**src/bdq_pkg.sv**
```systemverilog
package bdq_pkg;

	// Ring capacity in entries.
	localparam int unsigned DEPTH = 16;
	localparam int unsigned IDX_W = (DEPTH > 1) ? $clog2(DEPTH) : 1;
	localparam int unsigned OCC_W = $clog2(DEPTH + 1);

	localparam int unsigned CMD_W  = 3;
	localparam int unsigned DATA_W = 32;
	localparam int unsigned STAT_W = 2;

	// Stream payload widths, padded to whole bytes.
	localparam int unsigned IN_BITS   = CMD_W + DATA_W;
	localparam int unsigned OUT_BITS  = DATA_W + 1 + 1 + STAT_W;
	localparam int unsigned IN_TDATA_W  = ((IN_BITS + 7) / 8) * 8;
	localparam int unsigned OUT_TDATA_W = ((OUT_BITS + 7) / 8) * 8;

	localparam logic [CMD_W-1:0] CMD_PUSH_FRONT = 3'd0;
	localparam logic [CMD_W-1:0] CMD_PUSH_BACK  = 3'd1;
	localparam logic [CMD_W-1:0] CMD_POP_FRONT  = 3'd2;
	localparam logic [CMD_W-1:0] CMD_POP_BACK   = 3'd3;
	localparam logic [CMD_W-1:0] CMD_SEARCH     = 3'd4;

	localparam logic [STAT_W-1:0] ST_OK    = 2'd0;
	localparam logic [STAT_W-1:0] ST_EMPTY = 2'd1;
	localparam logic [STAT_W-1:0] ST_FULL  = 2'd2;

	typedef logic [IDX_W-1:0] idx_t;
	typedef logic [OCC_W-1:0] occ_t;

	typedef struct packed {
		logic [STAT_W-1:0]        status;
		logic                     now_empty;
		logic                     found;
		logic signed [DATA_W-1:0] popped_value;
	} result_t;

endpackage

```
**src/bounded_deque_with_search.sv**
```systemverilog
// Bounded double-ended queue of signed 32-bit values with a search command.
// Input stream (s_*): one transfer is one command, with the command code and
// the value to push or to search for. Output stream (m_*): exactly one result
// transfer per command, carrying the popped value, the found flag, the
// empty flag after the command, and a status (ok, pop on empty, push on full).
// The entries live in a single-port synchronous RAM of DEPTH words with a
// registered read port; head index and occupancy live in flip-flops.
// Pushes, failed pops, unknown codes and searches on an empty queue register
// their result directly; pops pass through the RAM read and S_POP; a search
// passes through S_SCAN, where the RAM port reads one stored entry per cycle.
// Commands are handled one at a time; a new command is taken once the current
// one has placed its result in the output register and that register is free
// or being emptied in the same cycle. Reset empties the queue (head and
// occupancy cleared); RAM contents are not cleared and need no clearing pass.
// If the receiver stalls, the result holds in the output register and no
// further command is accepted until it leaves.
module bounded_deque_with_search (
	input  logic                              clk,
	input  logic                              arst_n,
	input  logic                              s_tvalid,
	output logic                              s_tready,
	// command [2:0], item_value [34:3], zero padding above
	input  logic [bdq_pkg::IN_TDATA_W-1:0]    s_tdata,
	output logic                              m_tvalid,
	input  logic                              m_tready,
	// popped_value [31:0], found [32], now_empty [33], status [35:34], zero padding above
	output logic [bdq_pkg::OUT_TDATA_W-1:0]   m_tdata
);
	import bdq_pkg::*;

	typedef enum logic [1:0] {
		S_IDLE,
		S_POP,
		S_SCAN
	} state_t;

	state_t                   state_q;
	idx_t                     head_q;
	occ_t                     occ_q;
	idx_t                     ptr_q;
	occ_t                     cnt_q;
	logic                     found_q;
	logic signed [DATA_W-1:0] val_q;
	logic                     out_valid_q;
	result_t                  out_q;

	logic [DATA_W-1:0] mem [DEPTH];
	logic [DATA_W-1:0] rd_data_q;

	logic                     accept;
	logic [CMD_W-1:0]         in_cmd;
	logic signed [DATA_W-1:0] in_val;
	logic                     is_full;
	logic                     is_empty;
	logic                     rd_en;
	idx_t                     rd_addr;
	logic                     wr_en;
	idx_t                     wr_addr;
	idx_t                     head_dec;
	logic                     hit;

	// Ring index arithmetic: base + offset, folded once into 0..DEPTH-1.
	function automatic idx_t wrap_add(input idx_t base, input idx_t offset);
		logic [IDX_W:0] sum;
		begin
			sum = {1'b0, base} + {1'b0, offset};
			if (sum >= (IDX_W+1)'(DEPTH))
				sum = sum - (IDX_W+1)'(DEPTH);
			return sum[IDX_W-1:0];
		end
	endfunction

	assign in_cmd   = s_tdata[CMD_W-1:0];
	assign in_val   = s_tdata[CMD_W+DATA_W-1:CMD_W];
	assign s_tready = (state_q == S_IDLE) && (!out_valid_q || m_tready);
	assign accept   = s_tvalid && s_tready;
	assign is_full  = (occ_q == OCC_W'(DEPTH));
	assign is_empty = (occ_q == '0);
	assign head_dec = (head_q == '0) ? IDX_W'(DEPTH - 1) : head_q - idx_t'(1);
	assign hit      = (rd_data_q == val_q);

	always_comb begin
		wr_en   = 1'b0;
		wr_addr = head_dec;
		rd_en   = 1'b0;
		rd_addr = head_q;
		if (accept) begin
			case (in_cmd)
				CMD_PUSH_FRONT: begin
					wr_en   = !is_full;
					wr_addr = head_dec;
				end
				CMD_PUSH_BACK: begin
					wr_en   = !is_full;
					wr_addr = wrap_add(head_q, occ_q[IDX_W-1:0]);
				end
				CMD_POP_FRONT: begin
					rd_en   = !is_empty;
					rd_addr = head_q;
				end
				CMD_POP_BACK: begin
					rd_en   = !is_empty;
					rd_addr = wrap_add(head_q, IDX_W'(occ_q - occ_t'(1)));
				end
				CMD_SEARCH: begin
					rd_en   = !is_empty;
					rd_addr = head_q;
				end
				default: begin
					rd_en = 1'b0;
				end
			endcase
		end else if (state_q == S_SCAN && cnt_q != occ_t'(1)) begin
			rd_en   = 1'b1;
			rd_addr = ptr_q;
		end
	end

	always_ff @(posedge clk) begin
		if (wr_en)
			mem[wr_addr] <= in_val;
		if (rd_en)
			rd_data_q <= mem[rd_addr];
	end

	always_ff @(posedge clk or negedge arst_n) begin
		if (!arst_n) begin
			state_q     <= S_IDLE;
			head_q      <= '0;
			occ_q       <= '0;
			ptr_q       <= '0;
			cnt_q       <= '0;
			found_q     <= 1'b0;
			val_q       <= '0;
			out_q       <= '0;
			out_valid_q <= 1'b0;
		end else begin
			if (out_valid_q && m_tready)
				out_valid_q <= 1'b0;
			case (state_q)
				S_IDLE: begin
					if (accept) begin
						val_q                <= in_val;
						out_q.popped_value   <= '0;
						out_q.found          <= 1'b0;
						out_q.status         <= ST_OK;
						out_q.now_empty      <= is_empty;
						case (in_cmd)
							CMD_PUSH_FRONT, CMD_PUSH_BACK: begin
								out_valid_q <= 1'b1;
								if (is_full) begin
									out_q.status <= ST_FULL;
								end else begin
									occ_q           <= occ_q + occ_t'(1);
									out_q.now_empty <= 1'b0;
									if (in_cmd == CMD_PUSH_FRONT)
										head_q <= head_dec;
								end
							end
							CMD_POP_FRONT, CMD_POP_BACK: begin
								if (is_empty) begin
									out_q.status <= ST_EMPTY;
									out_valid_q  <= 1'b1;
								end else begin
									occ_q   <= occ_q - occ_t'(1);
									state_q <= S_POP;
									if (in_cmd == CMD_POP_FRONT)
										head_q <= wrap_add(head_q, idx_t'(1));
								end
							end
							CMD_SEARCH: begin
								if (is_empty) begin
									out_valid_q <= 1'b1;
								end else begin
									ptr_q   <= wrap_add(head_q, idx_t'(1));
									cnt_q   <= occ_q;
									found_q <= 1'b0;
									state_q <= S_SCAN;
								end
							end
							default: begin
								out_valid_q <= 1'b1;
							end
						endcase
					end
				end
				S_POP: begin
					// The output register was free, or being emptied, when the pop was accepted.
					out_q.popped_value <= rd_data_q;
					out_q.now_empty    <= is_empty;
					out_valid_q        <= 1'b1;
					state_q            <= S_IDLE;
				end
				S_SCAN: begin
					// Each cycle compares the entry read in the previous cycle.
					if (cnt_q == occ_t'(1)) begin
						out_q.found <= found_q || hit;
						out_valid_q <= 1'b1;
						state_q     <= S_IDLE;
					end else begin
						found_q <= found_q || hit;
						ptr_q   <= wrap_add(ptr_q, idx_t'(1));
						cnt_q   <= cnt_q - occ_t'(1);
					end
				end
				default: begin
					state_q <= S_IDLE;
				end
			endcase
		end
	end

	assign m_tvalid = out_valid_q;
	assign m_tdata  = {{(OUT_TDATA_W - OUT_BITS){1'b0}}, out_q};

endmodule

```
**config.mk**
```make
export PLATFORM = sky130hd
export DESIGN_NAME = bounded_deque_with_search
export DESIGN_NICKNAME = d
export VERILOG_FILES = /design/src/bdq_pkg.sv /design/src/bounded_deque_with_search.sv
export SDC_FILE = /design/constraint.sdc
export NUM_CORES = 1
export LEC_CHECK = 0
export BUFFER_PORTS_ARGS = -buffer_cell sky130_fd_sc_hd__buf_2
export CAP_MARGIN = 0
export CORE_MARGIN = 1.5
export CORE_UTILIZATION = 45
export DETAILED_ROUTE_END_ITERATION = 7
export HOLD_SLACK_MARGIN = 0.1
export PLACE_DENSITY_LB_ADDON = 0.15
export SETUP_SLACK_MARGIN = 0.1
export SYNTH_ARGS = -nofsm -noshare
export SYNTH_HDL_FRONTEND = slang
export SYNTH_SLANG_ARGS = --single-unit
export TNS_END_PERCENT = 50
```
**constraint.sdc**
```tcl
create_clock -name clk -period 6.1 [get_ports clk]
set_input_delay 0.305 -clock clk [delete_from_list [all_inputs] [get_ports clk]]
set_output_delay 0.305 -clock clk [all_outputs]
set_load 0.05 [all_outputs]
```
==> results.json, run 1 <==
{
  "critPathTopFamily": "compound AO/OA/AOI/OAI gates",
  "drtPass1Iterations": 7,
  "seqPwrFrac_pct": 33.6,
  "cts_inserted_buffers": 68,
  "yosys-top-cells-area": "edfxtp_1, dfrtp_1, nand2_1, o21ai_0, a32o_1",
  "htree_num_levels": 3,
  "path_clk_slew_ns": 0.06,
  "r2r_end": "rd_data_q[9]$_DFFE_PP_",
  "die-width_um": 247,
  "min_path_type": "input port to flop",
  "ctsResizeCount": 0,
  "p_leak_uw": 0.0101,
  "final_nets": 2078,
  "status": "complete, no violations",
  "yosysSeqAreaShare_pct": 69.6,
  "swShare_pct": 41.0,
  "slowest_stage": "nor2_4",
  "slew_violations": 0,
  "async_reset_ff_share_pct": 14.2,
  "wire_per_inst_um": 25.5,
  "syn_inst": 1957,
  "ios": 86,
  "rsz0062_at_grt": "false",
  "die_y_um": 247,
  "p_int_uw": 10200,
  "worstSetupPathType": "flop to flop",
  "fin_cells": 2849,
  "synth_top_area_share_pct": 61.1,
  "combPwrFrac_pct": 43.6,
  "worstPathArrival_ns": 4.82,
  "crit_path_max_incr_delay_ns": 1.04,
  "hold_violations": 0,
  "vias": 17200,
  "syn_area_um2": 26700,
  "dr.first_iter.drc_count": 1731,
  "port_buffers": 76,
  "critPathCaptureType": "flop",
  "cp_max_fo": 24,
  "synthDistinctLibCells": 74,
  "irDropWorstVdd_mv": 0.489,
  "dpl.hpwl_mm": 40.2,
  "period_needed_ns": 4.39,
  "r2r_setup_slack_ns": 1.71,
  "worstSetupEndpoint": "rd_data_q[9]$_DFFE_PP_",
  "syn_area_per_cell_um2": 13.7,
  "synth_edf_count": 544,
  "yosys_warnings": 0,
  "yosysTopAreaCell": "edfxtp_1",
  "synth_top_flop_cell": "edfxtp_1",
  "powerDensity_nw_per_um2": 570,
  "skew_ns": 0.0183,
  "crit_start": "occ_q[0]$_DFFE_PN0P_",
  "crit_chain": "inv_1, ha_1, xor2_1, ha_1, a21oi_1, a2111o_1, a31o_1, a221o_2, nor2_4, buf_4, a22oi_2, o221ai_2",
  "p_clk_share_pct": 22.9,
  "crit_required_ns": 6.52,
  "cpMostUsedCell": "ha_1",
  "crit_path_start_kind": "flop",
  "cts_buffer_depth": 3,
  "clock.fmax_ghz": 0.228,
  "syn2layout_area_growth_pct": 13.2,
  "critPathBufInv": 2,
  "synth.most_common_cell": "edfxtp_1",
  "reg2regPathDepth": 12,
  "drt_wl_total_mm": 72.7,
  "setup_tns_ns": 0,
  "dp.cells": 2686,
  "globalRouteOverflowTotal": 0,
  "grt_pass1_wl_mm": 109,
  "drive_gt1_share_pct": 15.5,
  "antenna_left": 0,
  "rows": 89,
  "cts_tree": "built",
  "cts.sinks": 634,
  "synth_seq_cells": 634,
  "cap_violations": 0,
  "worst_slew_pin_slew_ns": 1.33,
  "start_util_pct": 45.4,
  "synthTopCellsByCount": "edfxtp_1, nand2_1, o21ai_0",
  "path_depth": 12,
  "antenna_found_initial": 2,
  "cts-root-buf": "clkbuf_16",
  "timing.rr.start": "occ_q[0]$_DFFE_PN0P_",
  "clk_latency_ns": 0.60,
  "slew_headroom_pct": 10.9,
  "core_area_um2": 58800,
  "drcViolationCount": 0,
  "setup_viol": 0,
  "period_share_pct": 72.0,
  "grt_pass1_vias": 16800,
  "grt_max_degree": 96,
  "switchingPower_uw": 7070,
  "dieArea_um2": 60800,
  "via_per_inst": 6.02,
  "gp_congestion": 0.803,
  "grt_use_total_pct": 24.2
}
[worst min path at each step]
stage               cells past startpoint                    end  slack [ns]   startpoint
floorplan                               0   cnt_q[0]$_DFFE_PN0P_       0.009       arst_n
global placement                        1   cnt_q[4]$_DFFE_PN0P_        0.36       arst_n
detailed placement                      1   cnt_q[4]$_DFFE_PN0P_        0.37       arst_n
CTS                                     3  val_q[26]$_DFFE_PN0P_        0.10  s_tdata[29]
global route                            3  val_q[26]$_DFFE_PN0P_        0.13  s_tdata[29]
finish                                  3  val_q[26]$_DFFE_PN0P_        0.12  s_tdata[29]
[what timing repair did]
| action | in CTS | in global routing |
|---|---|---|
| setup buffers | 0 | 0 |
| setup endpoints to repair | 0 | 0 |
| hold buffers | 35 | 0 |
| hold endpoints to repair | 448 | 0 |
[per-stage QoR]
step           hold WS (ns)  setup WS (ns)  utilization, %  power [uW]  cell area [um2]
6_report              0.123           1.71            51.4       17200            30200
3_5_place_dp          0.371           1.78            47.2       13400            27800
4_1_cts               0.102           1.77            51.4       17300            30200
3_3_place_gp          0.356           1.84            47.2       13300            27800
5_1_grt               0.127           1.44            51.4       18100            30200
2_1_floorplan       0.00941           1.96               -       11400            26700
[kinds of logic after synthesis]
logic type	after synthesis	share of synthesized area, %
other	1	0.0140
AOI/OAI and AO/OA	543	15.8
and+or+nand+nor	527	8.47
DFF	634	69.6
adders and majority gates	16	0.805
buffers and inverters	179	3.38
xor gates and xnor gates	48	1.57
muxes	9	0.445
[flip-flops by register name, summed over array words and instances (netlist names)]
register / count
state_q: 2
ptr_q: 4
mem: 512
rd_data_q: 32
occ_q: 5
val_q: 32
m_tvalid: 1
found_q: 1
cnt_q: 5
m_tdata: 36
head_q: 4
[power by group through the flow]
stage | combinational [uW] | sequential (uW) | clock, uW
finish | 7510 | 5790 | 3940
global placement | 7400 | 5860 | 0
detailed placement | 7490 | 5870 | 0
global route | 8130 | 5840 | 4180
floorplan | 5240 | 6120 | 0
CTS | 7540 | 5790 | 4010
[cell type report]
class	instances	area [um2]
clock inverters	28	183
multi-input cells	1147	7420
well taps	773	967
diodes	2	5.00
flip-flops and latches	634	18600
repair buffers	155	1090
fillers	4988	28600
inverters	12	45.0
clock buffers	98	1950
[metal layers]
metal	vias to the layer above	global-route usage (%)	share of wire, %
met3	116	3.85	6.3
met5	-	0	0
met1	8785	34.4	44
met4	0	6.92	2.2
li1	7658	-	-
met2	594	38.5	48
[cells in the final DEF, fill, tap and decap left out, types with 19 or more instances in the layout]
master | netlist | layout
a311oi_1 | 62 | 62
buf_4 | 15 | 43
o21ai_0 | 173 | 172
a21oi_1 | 81 | 81
clkbuf_16 | 0 | 70
a32oi_1 | 62 | 62
buf_2 | 58 | 75
xnor2_1 | 40 | 40
edfxtp_1 | 544 | 544
dfrtp_1 | 90 | 90
a22oi_2 | 30 | 30
a32o_1 | 62 | 62
dlygate4sd3_1 | 0 | 35
clkbuf_1 | 70 | 19
o221ai_2 | 30 | 30
nand3_1 | 69 | 68
nand2_1 | 378 | 378
[tightest hold or removal path, cell delays in order]
cell	delay (ns)
buf_2	0.20
nand2_1	0.10
nand2_1	0.05
Power figures use the tool's default switching activity.
==> run 2: changes to the inputs <==
- ABC_AREA: not set -> 1
- clock period: 6.1 -> 4.6 ns (I/O delays scaled with it)
==> results.json, run 2 <==
{
  "status": "complete, no violations",
  "cts_tree": "built",
  "rows": 92,
  "globalRouteOverflowTotal": 0,
  "drcViolationCount": 0,
  "htree_num_levels": 3,
  "cap_violations": 0,
  "synth_edf_count": 544,
  "setup_viol": 0,
  "drive_gt1_share_pct": 8.94,
  "synth_seq_cells": 634,
  "r2r_end": "mem[13][15]$_DFFE_PP_",
  "reg2regPathDepth": 11,
  "synthTopCellsByCount": "nand3_1, nand2_1, inv_1",
  "regMostFlops": "mem",
  "async_reset_ff_share_pct": 14.2,
  "gp_congestion": 0.829,
  "drt_wl_total_mm": 75.4,
  "syn_area_um2": 28500,
  "crit_chain": "inv_2, nand2_4, nor2_2, nand2_4, nor2_2, nand2_1, and2_1, nor2_1, nand2_1, nor2_4, buf_4",
  "yosysTopAreaCell": "edfxtp_1",
  "clock.fmax_ghz": 0.274,
  "setup_tns_ns": 0,
  "crit_path_start_kind": "flop",
  "core_area_um2": 62900,
  "worstPathArrival_ns": 3.94,
  "fin_util_pct": 51.8,
  "critPathCaptureType": "flop",
  "port_buffers": 76,
  "antenna_found_initial": 2,
  "worst_slew_pin_slew_ns": 0.915,
  "grt_pass1_wl_mm": 115,
  "yosysSeqAreaShare_pct": 65.3,
  "wire_per_inst_um": 19.7,
  "ctsResizeCount": 0,
  "yosys-top-cells-area": "edfxtp_1, nand3_1, nand2_1, dfrtp_1, inv_1",
  "start_util_pct": 45.3,
  "grt_pass1_vias": 18800,
  "hold_ws_ns": 0.188,
  "grt_max_degree": 129,
  "via_per_inst": 5.16,
  "min_path_type": "input port to async pin",
  "dpl.hpwl_mm": 41.7,
  "grt_use_total_pct": 23.8,
  "synthDistinctLibCells": 39,
  "yosys_warnings": 0,
  "dr.first_iter.drc_count": 1801,
  "powerDensity_nw_per_um2": 670,
  "postCtsHoldBufs": 38,
  "crit_required_ns": 4.90,
  "period_share_pct": 79.3,
  "cts_inserted_buffers": 69,
  "layout_common_cells": "nand3_1, nand2_1, inv_1",
  "synth_top_flop_cell": "edfxtp_1",
  "post_cts_buffers": 0,
  "vias": 19800,
  "cts.sinks": 634,
  "final_nets": 2992,
  "syn_inst": 2833,
  "rsz0062_at_grt": "false",
  "hold_violations": 0,
  "skew_ns": 0.0249,
  "syn2layout_area_growth_pct": 14.3,
  "antenna_left": 0,
  "cts_buffer_depth": 3,
  "clk_latency_ns": 0.60,
  "synth_top_area_share_pct": 57.4,
  "r2r_setup_slack_ns": 0.95,
  "syn_area_per_cell_um2": 10.1,
  "cts-root-buf": "clkbuf_16",
  "largest_reg_flops": 512,
  "path_clk_slew_ns": 0.06,
  "cp_max_fo": 39,
  "period_needed_ns": 3.65,
  "irDropWorstVdd_mv": 0.590,
  "p_leak_uw": 0.0142,
  "drtPass1Iterations": 5,
  "worstSetupPathType": "flop to flop",
  "slew_headroom_pct": 38.9,
  "dp.cells": 3669,
  "crit_path_max_incr_delay_ns": 0.77,
  "slowest_stage": "nor2_4",
  "die_y_um": 255,
  "synth.most_common_cell": "nand3_1",
  "timing.rr.start": "state_q[0]$_DFFE_PN0P_",
  "fin_cells": 3832,
  "final_common_cell": "nand3_1",
  "die-width_um": 255,
  "dieArea_um2": 64800,
  "slew_violations": 0,
  "ios": 86
}
run 2: changes by cell type after synthesis, sizes merged, moves of 19 or more:
cell	change
nand3	+603
inv	+553
nand2	+249
o21ai	-142
a21oi	-72
a311oi	-62
a32o	-62
a32oi	-62
clkbuf	-45
a22oi	-33
o221ai	-31
buf	+23
nor2	+23
xnor2	-19
run 2: logic make-up (layout without fill, tap and decap cells):
family | count (synthesis) | count (layout) | share of synthesized area (%)
adder cells (fa/ha/maj) | 16 | 16 | 0.756
multiplexers | 1 | 1 | 0.0395
AO/OA/AOI/OAI | 56 | 56 | 1.09
XOR/XNOR | 45 | 45 | 1.38
buffers and inverters | 710 | 859 | 10.1
flip-flops | 634 | 634 | 65.3
AND/OR/NAND/NOR | 1370 | 1370 | 21.3
other | 1 | 5 | 0.0132
run 2: worst max path at each step:
stage,startpoint,to,slack [ns],cells after the start
after floorplan,m_tvalid$_DFF_PN0_,mem[0][0]$_DFFE_PP_,0.70,11
after global placement,state_q[0]$_DFFE_PN0P_,mem[13][11]$_DFFE_PP_,1.01,11
after global routing,m_tvalid$_DFF_PN0_,mem[14][4]$_DFFE_PP_,0.76,9
after detailed placement,state_q[0]$_DFFE_PN0P_,mem[13][10]$_DFFE_PP_,0.94,11
final,state_q[0]$_DFFE_PN0P_,mem[13][15]$_DFFE_PP_,0.95,11
after CTS,m_tvalid$_DFF_PN0_,mem[14][4]$_DFFE_PP_,0.88,9
run 2: metal layers:
metal	routed length (um)	vias to the layer above	part of all wire (%)	global-route usage, %
met1	34000	9662	45	33.9
li1	-	9421	-	-
met5	10	-	0.013	0
met4	1640	2	2.2	7.05
met2	35200	562	47	38.2
met3	4540	114	6.0	3.39
run 2: critical path: cells and delay by family, from the launching register on:
kind | cells | cell delay [ns]
and+or+nand+nor | 9 | 2.42
DFF | 1 | 0.43
buffers and inverters | 2 | 0.47
run 2: per-stage QoR:
stage                     power [uW]  setup WS, ns  area, um2
after global routing           23100         0.755      32500
after detailed placement       16600         0.937      30000
after CTS                      21900         0.883      32500
final                          21800         0.952      32500
after floorplan                13600         0.701      28500
after global placement         16400          1.01      30000
run 2: layout make-up:
cell class,count,area (um2)
fill,5628,30300
antenna,1,2.50
tap,846,1060
timing repair buffer,170,1400
inverter,565,2120
multi-input combinational,1492,7220
clock buffer,96,1890
clock inverter,28,262
sequential,634,18600
run 2: power by group:
| group | switching (uW) | internal, uW | total, uW |
|---|---|---|---|
| clock network | 2230 | 3100 | 5330 |
| registers | 387 | 6980 | 7370 |
| logic | 6420 | 2680 | 9100 |
